File: config.mk
export PLATFORM = sky130hd
export DESIGN_NAME = linear_key_value_table_unit_flat
export DESIGN_NICKNAME = d
export VERILOG_FILES = /design/src/lkvt_pkg.sv /design/src/lkvt_req_if.sv /design/src/lkvt_rsp_if.sv /design/src/lkvt_ram.sv /design/src/linear_key_value_table_unit.sv /design/src/flat_wrapper.sv
export SDC_FILE = /design/constraint.sdc
export NUM_CORES = 1
export LEC_CHECK = 0
export BUFFER_PORTS_ARGS = -buffer_cell sky130_fd_sc_hd__buf_2
export CORE_UTILIZATION = 44
export DETAILED_ROUTE_END_ITERATION = 12
export SYNTH_ARGS = -nofsm -noshare
export SYNTH_HDL_FRONTEND = slang
export SYNTH_SLANG_ARGS = --single-unit
File: constraint.sdc
create_clock -name clk_i -period 10.6 [get_ports clk_i]
set_clock_uncertainty 0.05 [all_clocks]
set_input_delay 0.53 -clock clk_i [delete_from_list [all_inputs] [get_ports clk_i]]
set_output_delay 0.53 -clock clk_i [all_outputs]
set_load 0.005 [all_outputs]
File: src/lkvt_pkg.sv
// Package with the constants and types shared by the linear key/value table.
`timescale 1ns / 1ps

package lkvt_pkg;

  localparam int unsigned DEPTH       = 16;
  localparam int unsigned KEY_WIDTH   = 32;
  localparam int unsigned VALUE_WIDTH = 32;
  localparam int unsigned ADDR_W      = (DEPTH > 1) ? $clog2(DEPTH) : 1;
  localparam int unsigned CNT_W       = $clog2(DEPTH + 1);
  localparam int unsigned ECNT_W      = 5;

  typedef enum logic {
    CmdPut = 1'b0,
    CmdGet = 1'b1
  } cmd_e;

  typedef enum logic [1:0] {
    StatOk       = 2'd0,
    StatNotFound = 2'd1,
    StatFull     = 2'd2
  } status_e;

endpackage

File: src/lkvt_req_if.sv
// Interface for the request channel of the linear key/value table.
`timescale 1ns / 1ps

interface lkvt_req_if;
  import lkvt_pkg::*;

  logic                   valid;
  logic                   ready;
  cmd_e                   command;
  logic [KEY_WIDTH-1:0]   lookup_key;
  logic [VALUE_WIDTH-1:0] data_value;

  modport source (output valid, command, lookup_key, data_value, input ready);
  modport sink (input valid, command, lookup_key, data_value, output ready);
endinterface

File: src/lkvt_rsp_if.sv
// Interface for the response channel of the linear key/value table.
`timescale 1ns / 1ps

interface lkvt_rsp_if;
  import lkvt_pkg::*;

  logic                   valid;
  logic                   ready;
  logic [VALUE_WIDTH-1:0] read_value;
  logic                   key_existed;
  status_e                status;
  logic [ECNT_W-1:0]      entry_count;

  modport source (output valid, read_value, key_existed, status, entry_count, input ready);
  modport sink (input valid, read_value, key_existed, status, entry_count, output ready);
endinterface

File: src/lkvt_ram.sv
// Generic single-write, single-read RAM with a registered read port.
`timescale 1ns / 1ps

module lkvt_ram #(
  parameter int unsigned WIDTH = 32,
  parameter int unsigned DEPTH = 16
) (
  input  logic                                       clk_i,
  input  logic                                       we_i,
  input  logic [((DEPTH > 1) ? $clog2(DEPTH) : 1)-1:0] waddr_i,
  input  logic [WIDTH-1:0]                           wdata_i,
  input  logic [((DEPTH > 1) ? $clog2(DEPTH) : 1)-1:0] raddr_i,
  output logic [WIDTH-1:0]                           rdata_o
);

  logic [WIDTH-1:0] mem_q [DEPTH];

  always_ff @(posedge clk_i) begin
    if (we_i) begin
      mem_q[waddr_i] <= wdata_i;
    end
    rdata_o <= mem_q[raddr_i];
  end

endmodule

File: src/linear_key_value_table_unit.sv
// Top level of the linear key/value table: search sequencer over key and value RAMs.
// An accepted item is searched in StScan, its result is held in StHold and then registered into the output.
// Throughput: one item at a time; the key search reads
// one stored key per cycle through the read port of the key RAM.
// A waiting result sits in the output register while the next item is accepted.
// Reset clears the fill count and control state; the RAM contents are not cleared.
`timescale 1ns / 1ps

module linear_key_value_table_unit (
  input  logic clk_i,
  input  logic rst_ni,
  lkvt_req_if.sink   req_i,
  lkvt_rsp_if.source rsp_o
);
  import lkvt_pkg::*;

  typedef enum logic [1:0] {
    StIdle,
    StScan,
    StHold
  } state_e;

  state_e                 state_q, state_d;
  cmd_e                   cmd_q, cmd_d;
  logic [KEY_WIDTH-1:0]   key_q, key_d;
  logic [VALUE_WIDTH-1:0] val_q, val_d;
  logic [CNT_W-1:0]       fill_q, fill_d;
  logic [CNT_W-1:0]       raddr_q, raddr_d;
  logic [ADDR_W-1:0]      cmp_idx_q, cmp_idx_d;
  logic                   cmp_vld_q, cmp_vld_d;

  logic [VALUE_WIDTH-1:0] res_val_q, res_val_d;
  logic                   res_ex_q, res_ex_d;
  status_e                res_st_q, res_st_d;

  logic                   ovalid_q, ovalid_d;
  logic [VALUE_WIDTH-1:0] oval_q, oval_d;
  logic                   oex_q, oex_d;
  status_e                ost_q, ost_d;
  logic [ECNT_W-1:0]      ocnt_q, ocnt_d;

  logic [KEY_WIDTH-1:0]   key_rdata;
  logic [VALUE_WIDTH-1:0] val_rdata;
  logic                   key_we, val_we;
  logic [ADDR_W-1:0]      waddr;
  logic                   hit, more;

  lkvt_ram #(.WIDTH(KEY_WIDTH), .DEPTH(DEPTH)) u_key_ram (
    .clk_i   (clk_i),
    .we_i    (key_we),
    .waddr_i (waddr),
    .wdata_i (key_q),
    .raddr_i (raddr_q[ADDR_W-1:0]),
    .rdata_o (key_rdata)
  );

  lkvt_ram #(.WIDTH(VALUE_WIDTH), .DEPTH(DEPTH)) u_val_ram (
    .clk_i   (clk_i),
    .we_i    (val_we),
    .waddr_i (waddr),
    .wdata_i (val_q),
    .raddr_i (raddr_q[ADDR_W-1:0]),
    .rdata_o (val_rdata)
  );

  assign req_i.ready       = (state_q == StIdle);
  assign rsp_o.valid       = ovalid_q;
  assign rsp_o.read_value  = oval_q;
  assign rsp_o.key_existed = oex_q;
  assign rsp_o.status      = ost_q;
  assign rsp_o.entry_count = ocnt_q;

  assign hit  = cmp_vld_q && (key_rdata == key_q);
  assign more = (raddr_q < fill_q);

  always_comb begin
    state_d   = state_q;
    cmd_d     = cmd_q;
    key_d     = key_q;
    val_d     = val_q;
    fill_d    = fill_q;
    raddr_d   = raddr_q;
    cmp_idx_d = cmp_idx_q;
    cmp_vld_d = 1'b0;
    res_val_d = res_val_q;
    res_ex_d  = res_ex_q;
    res_st_d  = res_st_q;
    ovalid_d  = ovalid_q && !rsp_o.ready;
    oval_d    = oval_q;
    oex_d     = oex_q;
    ost_d     = ost_q;
    ocnt_d    = ocnt_q;
    key_we    = 1'b0;
    val_we    = 1'b0;
    waddr     = fill_q[ADDR_W-1:0];

    case (state_q)
      StIdle: begin
        if (req_i.valid) begin
          cmd_d   = req_i.command;
          key_d   = req_i.lookup_key;
          val_d   = req_i.data_value;
          raddr_d = '0;
          state_d = StScan;
        end
      end
      StScan: begin
        if (hit) begin
          res_ex_d = 1'b1;
          res_st_d = StatOk;
          state_d  = StHold;
          if (cmd_q == CmdGet) begin
            res_val_d = val_rdata;
          end else begin
            res_val_d = '0;
            val_we    = 1'b1;
            waddr     = cmp_idx_q;
          end
        end else if (more) begin
          cmp_vld_d = 1'b1;
          cmp_idx_d = raddr_q[ADDR_W-1:0];
          raddr_d   = raddr_q + CNT_W'(1);
        end else begin
          res_val_d = '0;
          res_ex_d  = 1'b0;
          state_d   = StHold;
          if (cmd_q == CmdGet) begin
            res_st_d = StatNotFound;
          end else if (fill_q == CNT_W'(DEPTH)) begin
            res_st_d = StatFull;
          end else begin
            res_st_d = StatOk;
            key_we   = 1'b1;
            val_we   = 1'b1;
            fill_d   = fill_q + CNT_W'(1);
          end
        end
      end
      StHold: begin
        if (!ovalid_q || rsp_o.ready) begin
          ovalid_d = 1'b1;
          oval_d   = res_val_q;
          oex_d    = res_ex_q;
          ost_d    = res_st_q;
          ocnt_d   = ECNT_W'(fill_q);
          state_d  = StIdle;
        end
      end
      default: begin
        state_d = StIdle;
      end
    endcase
  end

  always_ff @(posedge clk_i or negedge rst_ni) begin
    if (!rst_ni) begin
      state_q   <= StIdle;
      fill_q    <= '0;
      cmp_vld_q <= 1'b0;
      ovalid_q  <= 1'b0;
    end else begin
      state_q   <= state_d;
      fill_q    <= fill_d;
      cmp_vld_q <= cmp_vld_d;
      ovalid_q  <= ovalid_d;
    end
  end

  always_ff @(posedge clk_i) begin
    cmd_q     <= cmd_d;
    key_q     <= key_d;
    val_q     <= val_d;
    raddr_q   <= raddr_d;
    cmp_idx_q <= cmp_idx_d;
    res_val_q <= res_val_d;
    res_ex_q  <= res_ex_d;
    res_st_q  <= res_st_d;
    oval_q    <= oval_d;
    oex_q     <= oex_d;
    ost_q     <= ost_d;
    ocnt_q    <= ocnt_d;
  end

endmodule
File: src/flat_wrapper.sv
// flat-port wrapper written by rule: the top's interface ports become plain ports
module linear_key_value_table_unit_flat import lkvt_pkg::*;
  (clk_i, rst_ni, req_i_valid, req_i_command, req_i_lookup_key, req_i_data_value, req_i_ready, rsp_o_valid, rsp_o_read_value, rsp_o_key_existed, rsp_o_status, rsp_o_entry_count, rsp_o_ready);
  lkvt_req_if req_i_i ();
  lkvt_rsp_if rsp_o_i ();
  input  logic clk_i;
  input  logic rst_ni;
  input wire logic [$bits(req_i_i.valid)-1:0] req_i_valid;
  input wire logic [$bits(req_i_i.command)-1:0] req_i_command;
  input wire logic [$bits(req_i_i.lookup_key)-1:0] req_i_lookup_key;
  input wire logic [$bits(req_i_i.data_value)-1:0] req_i_data_value;
  output wire logic [$bits(req_i_i.ready)-1:0] req_i_ready;
  output wire logic [$bits(rsp_o_i.valid)-1:0] rsp_o_valid;
  output wire logic [$bits(rsp_o_i.read_value)-1:0] rsp_o_read_value;
  output wire logic [$bits(rsp_o_i.key_existed)-1:0] rsp_o_key_existed;
  output wire logic [$bits(rsp_o_i.status)-1:0] rsp_o_status;
  output wire logic [$bits(rsp_o_i.entry_count)-1:0] rsp_o_entry_count;
  input wire logic [$bits(rsp_o_i.ready)-1:0] rsp_o_ready;
  assign req_i_i.valid = req_i_valid;
  assign req_i_i.command = req_i_command;
  assign req_i_i.lookup_key = req_i_lookup_key;
  assign req_i_i.data_value = req_i_data_value;
  assign req_i_ready = req_i_i.ready;
  assign rsp_o_valid = rsp_o_i.valid;
  assign rsp_o_read_value = rsp_o_i.read_value;
  assign rsp_o_key_existed = rsp_o_i.key_existed;
  assign rsp_o_status = rsp_o_i.status;
  assign rsp_o_entry_count = rsp_o_i.entry_count;
  assign rsp_o_i.ready = rsp_o_ready;
  linear_key_value_table_unit u_core (.clk_i(clk_i), .rst_ni(rst_ni), .req_i(req_i_i), .rsp_o(rsp_o_i));
endmodule
# == After elaboration in Yosys (flattened, before gate mapping) ==
# Memories as Yosys holds them, arrays and structs flattened. A register that Yosys moved wholly into a read port is not among the register bits.
# Cells that the tools add are included.
# W data, S select, Z words.
# totals
register_bits,158
latchBits,0
ram_bits,1024
rom_bits,0
in_bits,69
output_inout_bits,42
elab_cells,85
n_memories,2
# memory_table
name,depth,word_bits,rd,rd_ports_with_merged_regs,wr,line_no,text
u_core.u_key_ram.mem_q,16,32,1,1,1,lkvt_ram.sv:16,logic [WIDTH-1:0] mem_q [DEPTH];
u_core.u_val_ram.mem_q,16,32,1,1,1,lkvt_ram.sv:16,
# op_classes
n_addsub,2
multipliers,0
n_div,0
magnitude_cmp,1
eq_ne,10
n_shift,0
n_mux,36
bitwise,4
n_reduce_logical,14
# op_table
cell,count
$mux W32,3
$eq A32 B32 Y1,1
$mux W1,18
$mux W5,3
$mux W2,7
$mux W4,3
$add A5 B1 Y5 const B,2
$pmux W5 S2,1
$ne A2 B1 Y1 const B,3
$pmux W2 S3,1
$reduce_and A2 Y1,3
$reduce_and A3 Y1,2
$eq A5 B5 Y1 const B,1
$lt A5 B5 Y1,1
$reduce_and A5 Y1,1
$ne A2 B2 Y1 const B,2
$not A1 Y1,4
$reduce_and A4 Y1,1
$ne A3 B2 Y1 const B,1
$eq A2 B1 Y1 const B,1
$eq A2 B2 Y1 const B,1
$logic_and A1 B1 Y1,2
$logic_not A1 Y1,2
$logic_not A2 Y1,1
2 further kinds,2

# == Logic depth before layout (Yosys ltp) ==
# logic_depth
ltp_word,8
ltp_mapped,9
mapped_depth_nobuf,8

# == Cells and area by module ==
# From an unflattened synthesis, not the netlist that was laid out.
# hier_totals
hier_cells,1994
hier_area_um2,45452.3
# by_module_without_submodules
module,n_inst,cells_each,area_each_um2,seq_area_each_um2
lkvt_ram,2,838,19835.3,16015.4
linear_key_value_table_unit,1,318,5781.8,4699.5

# == Worst setup path after synthesis ==
# OpenSTA, ideal clock, no wires.
# synth_timing
path_kind,reg-to-reg
startpoint,register u_core.key_q[7]
endpoint,"memory u_core.u_val_ram.mem_q[9][0], enable pin"
setup_ns,0.511
arrival_time_ns,4.740
required_ns,10.039
setup_slack_ns,5.300
path_stages_with_launch,8
n_path_buf,2
period_less_slack_ns,5.300
path_cell_list,edfxtp_1 > xnor2_1 > nand4_1 > nor4_1 > and4_1 > buf_2 > buf_4 > o41ai_1
# synth_between
elab_chain_len,6
elab_cells_between_ends,8
classes_between,eq/ne: 1; mux: 6; reduce/logical: 1
# synth_rtl
element,line_no,text
start: declaration,linear_key_value_table_unit.sv:25,"logic [KEY_WIDTH-1:0] key_q, key_d;"
start signal: assignment,linear_key_value_table_unit.sv:171,key_q <= key_d;
$eq A32 B32 Y1 (*),linear_key_value_table_unit.sv:73,assign hit = cmp_vld_q && (key_rdata == key_q);
$logic_and A1 B1 Y1 (*),linear_key_value_table_unit.sv:73,
$mux W1,linear_key_value_table_unit.sv:108,if (hit) begin
$mux W1,linear_key_value_table_unit.sv:97,case (state_q)
$mux W1,lkvt_ram.sv:19,if (we_i) begin
$mux W1 (implied by the code),lkvt_ram.sv:20,mem_q[waddr_i] <= wdata_i;
end: declaration,lkvt_ram.sv:16,
# Mark *: on every way between the ends. The rest lies on a longest branch, timed or not.

# == Worst setup path in the final report ==
# layout_timing
startpoint,register u_core.key_q[30]
endpoint,"memory u_core.u_key_ram.mem_q[4][18], enable pin"
# layout_between
elab_chain_len,6
elab_cells_between_ends,8
classes_between,eq/ne: 1; mux: 6; reduce/logical: 1
# layout_rtl
element,line_no
$eq A32 B32 Y1 (*),linear_key_value_table_unit.sv:73
$logic_and A1 B1 Y1 (*),linear_key_value_table_unit.sv:73
$mux W1,linear_key_value_table_unit.sv:108
$mux W1,linear_key_value_table_unit.sv:97
$mux W1,lkvt_ram.sv:19
$mux W1 (implied by the code),lkvt_ram.sv:20
end: declaration,lkvt_ram.sv:16
# Marked as above.

==> summary.txt <==
Run status
  – Status: finished clean

Global route
  – GR Overflow Total: 0
  – Largest net degree at the start of global routing: 157
  – First-pass GRT wire length: roughly 140000 µm
  – GRT Util Overall: 18.4%
  – Vias in the first global route: 21400
  – Initial antenna violation count: 4

Clock tree
  – PostCTS Resize Cnt: 0
  – Clock Latency Late Sink: 700 ps
  – TritonCTS clock tree: built
  – Clock Pin Slew Worst Setup and Hold Paths: 60 ps
  – Htree depth: 3
  – Root buf cell: clkbuf_16
  – Num CTS Buffers: around 120
  – Clock Sinks: roughly 1200
  – Max clock buf depth: 3

Placed design
  – I/O Buffers: 110
  – Post-DP HPWL: 47800 µm
  – Final GP Congestion: roughly 0.76
  – Dpl cell area: 0.0482 mm²
  – Placed insts: 3299
  – Setup WS pre-CTS: between 6000 and 7000 ps

Critical path
  – Buf/Inv on CP: 2
  – Critical Setup Path Class: flip-flop to flip-flop
  – Data arrival, critical path: 4650 ps
  – Cell mode on critical path: buf_4
  – Slowest stage delay, CP: roughly 730 ps
  – CP required: 10900 ps
  – Slowest cell on crit path: or4_1
  – CP cell instances: xnor2_1 > nand4_1 > nor4_1 > and4_2 > buf_4 > or4_1 > nor2_4 > buf_4
  – CP Capture Type: flip-flop
  – CP top delay family: simple AND/OR/NAND/NOR gates
  – Worst setup SP type: flip-flop
  – Max Fanout on Critical Path: 66

Cells and area
  – Nets@finish: 2186
  – Layout cells sized above 1: 31.2%
  – Layout Cells excl Fill: 3580
  – Post-layout util: 51.4%
  – Area Growth Syn to Fin: 15.1%
  – Design Area, Final: 0.0527 mm²
  – N_diodes: 0

Routing
  – Vias after detailed routing: 19900
  – Drt pass-1 iters: 5
  – Post-route ant nets: 0
  – Drt total wl: 95300 µm
  – Vias per cell: 5.56
  – DRC: 0
  – Starting DRT DRC Count: a little over 2000
  – Per-cell routed wire length: ~27 µm

STA
  – Worst-Margin Slew: 1170 ps
  – Final setup viols: 0
  – Setup tns final: 0 ps
  – Final Max Tran Viols: 0
  – Hold Vio Cnt, Final: 0
  – Worst rel slew slack: 21.7%
  – Final Worst Setup Slack: 6250 ps
  – Fmax achieved: 230 MHz
  – Period utilization: approximately two fifths
  – Min cycle time layout: 4350 ps
  – RSZ-0062 raised after global routing: no
  – Hold_ws: about 26 ps

Logic synthesis
  – Yosys reg bits: 1246
  – Synthesized Nets: between 1500 and 2000
  – Yosys cell types: 42
  – Synth Warn #: 0
  – Cells after Synth: 1865
  – Top FF cell, synth: edfxtp_1
  – Number of synthesized flops with an enable pin: 1173
  – Synth Cell Area: around 0.046 mm²
  – Async set or reset register ratio after synthesis: 0.722%
  – Synth Area per Inst: 24.5 µm²
  – Sequential area share after synthesis: 80.2%

Hold path
  – Hold Path Class: input pin to flip-flop

Power
  – Total power draw: 13.4 mW
  – Power density cells: 254 mW/mm²
  – Leak pwr: 16.7 nW
  – VDD IR max: about 0.23 mV

Die
  – Initial Util: 44.7%
  – Die Area: 0.105 mm²
  – Chip width: 325 µm
  – Row Count: 117
  – I/O pin cnt: 111
  – Die Ht: 325 µm
  – Standard cell core area: 0.102 mm²

Run
  – Number of maximum-capacitance violations: 0
## state kept, by name, indices dropped and copies added (netlist names)
name,count
u_core.cmd_q,1
u_core.cmp_idx_q,4
u_core.cmp_vld_q,1
u_core.fill_q,5
u_core.key_q,32
u_core.raddr_q,5
u_core.res_ex_q,1
u_core.res_st_q,2
u_core.res_val_q,32
u_core.rsp_o.entry_count,5
u_core.rsp_o.key_existed,1
u_core.rsp_o.read_value,32
u_core.rsp_o.status,2
u_core.rsp_o.valid,1
u_core.state_q,2
u_core.u_key_ram.mem_q,512
u_core.u_key_ram.rdata_o,32
u_core.u_val_ram.mem_q,512
u_core.u_val_ram.rdata_o,32
u_core.val_q,32
## logic make-up (layout without fill, tap and decap cells)
kind of cell	after synthesis	after routing	share of synthesized area, %
and+or+nand+nor	126	126	1.52
DFF	1246	1246	80.2
adders and majority gates	7	7	0.191
buffers and inverters	101	448	1.18
AOI/OAI and AO/OA	27	27	0.374
muxes	321	321	15.8
xor gates and xnor gates	37	37	0.708
## cell usage after synthesis, types with 4 or more instances
| library cell | instances | area share, % |
|---|---|---|
| edfxtp_1 | 1173 | 77 |
| mux4_2 | 317 | 16 |
| dfxtp_1 | 64 | 2.8 |
| clkbuf_1 | 41 | 0.34 |
| xnor2_1 | 35 | 0.67 |
| and3_1 | 33 | 0.45 |
| nor2_1 | 26 | 0.21 |
| buf_4 | 24 | 0.39 |
| nand3_1 | 17 | 0.19 |
| buf_2 | 13 | 0.14 |
| nand4_1 | 12 | 0.16 |
| inv_1 | 10 | 0.082 |
| dfrtp_1 | 9 | 0.49 |
| nand2_1 | 9 | 0.074 |
| o21ai_1 | 8 | 0.087 |
| ha_1 | 7 | 0.19 |
| buf_1 | 6 | 0.049 |
| buf_6 | 6 | 0.15 |
| nor4_1 | 5 | 0.068 |
| o21ai_0 | 5 | 0.055 |
| nand2b_1 | 4 | 0.055 |
| nor2b_1 | 4 | 0.055 |
| or2_2 | 4 | 0.055 |
## worst register-to-register path, cell delays in order, from the launching register on
cell and delay (ps):
edfxtp_1 650, xnor2_1 500, nand4_1 370, nor4_1 300, and4_2 250, buf_4 650
or4_1 780, nor2_4 60, buf_4 360
## timing repair
action,in CTS,in global routing
hold buffers,60,0
endpoints found under the hold margin,68,0
setup endpoints to repair,0,0
buffers inserted,0,0
## metal layers
| metal | wire length (µm) | track usage, % | vias to the layer above |
|---|---|---|---|
| met3 | 6120 | 3.20 | 100 |
| met1 | 41600 | 26.4 | 10700 |
| met4 | 1490 | 4.63 | 0 |
| met5 | 0 | 0 | - |
| li1 | - | - | 8421 |
| met2 | 46100 | 29.4 | 650 |
## cell usage in the layout, fill, tap and decap left out, types with 5 or more instances in the layout
cell type      instances
mux4_2               317
clkbuf_16            118
clkinv_1              16
nor2_4                14
clkinv_2              23
buf_2                110
dfxtp_1               64
edfxtp_1            1173
buf_4                 45
ha_1                   7
nor4_1                 5
xnor2_1               35
dfrtp_1                9
inv_1                  9
bufinv_16             14
nor2_1                12
nand2_1                8
nand4_1               12
and3_1                33
clkbuf_8              10
nand3_1               17
clkbuf_1              31
o21ai_4               11
dlygate4sd3_1         60
## path summary, 6_finish.rpt
| check | start | endpoint | slack [ps] | depth (start not counted) |
|---|---|---|---|---|
| worst min register to register | u_core.res_val_q[4] | u_core.rsp_o.read_value[4] | 370 | 0 |
| worst min-delay path | req_i_lookup_key[16] | u_core.key_q[16] | 30 | 1 |
| worst max-delay path | u_core.key_q[30] | u_core.u_key_ram.mem_q[4][18] | 6250 | 8 |
| max in group asynchronous | rst_ni | u_core.cmp_vld_q | 10020 | 2 |
| worst max register to register | u_core.key_q[30] | u_core.u_key_ram.mem_q[4][18] | 6250 | 8 |
| min in group asynchronous | rst_ni | u_core.rsp_o.valid | 240 | 2 |
## cell type report
class                      instances  area, µm²
sequential                      1246      36700
tap                             1368       1710
clock buffer                     159       3210
multi-input combinational        518       8790
inverter                          10       37.5
timing repair buffer             217       1530
fill                            7914      49800
clock inverter                    62        692
## where the power goes
part           switching (mW)  internal [mW]  leakage (nW)  total [mW]
registers               0.333           6.04          11.3        6.37
clock network            1.75           2.46          1.91        4.21
logic                    1.42           1.41          3.52        2.83
Power figures use the tool's default switching activity.
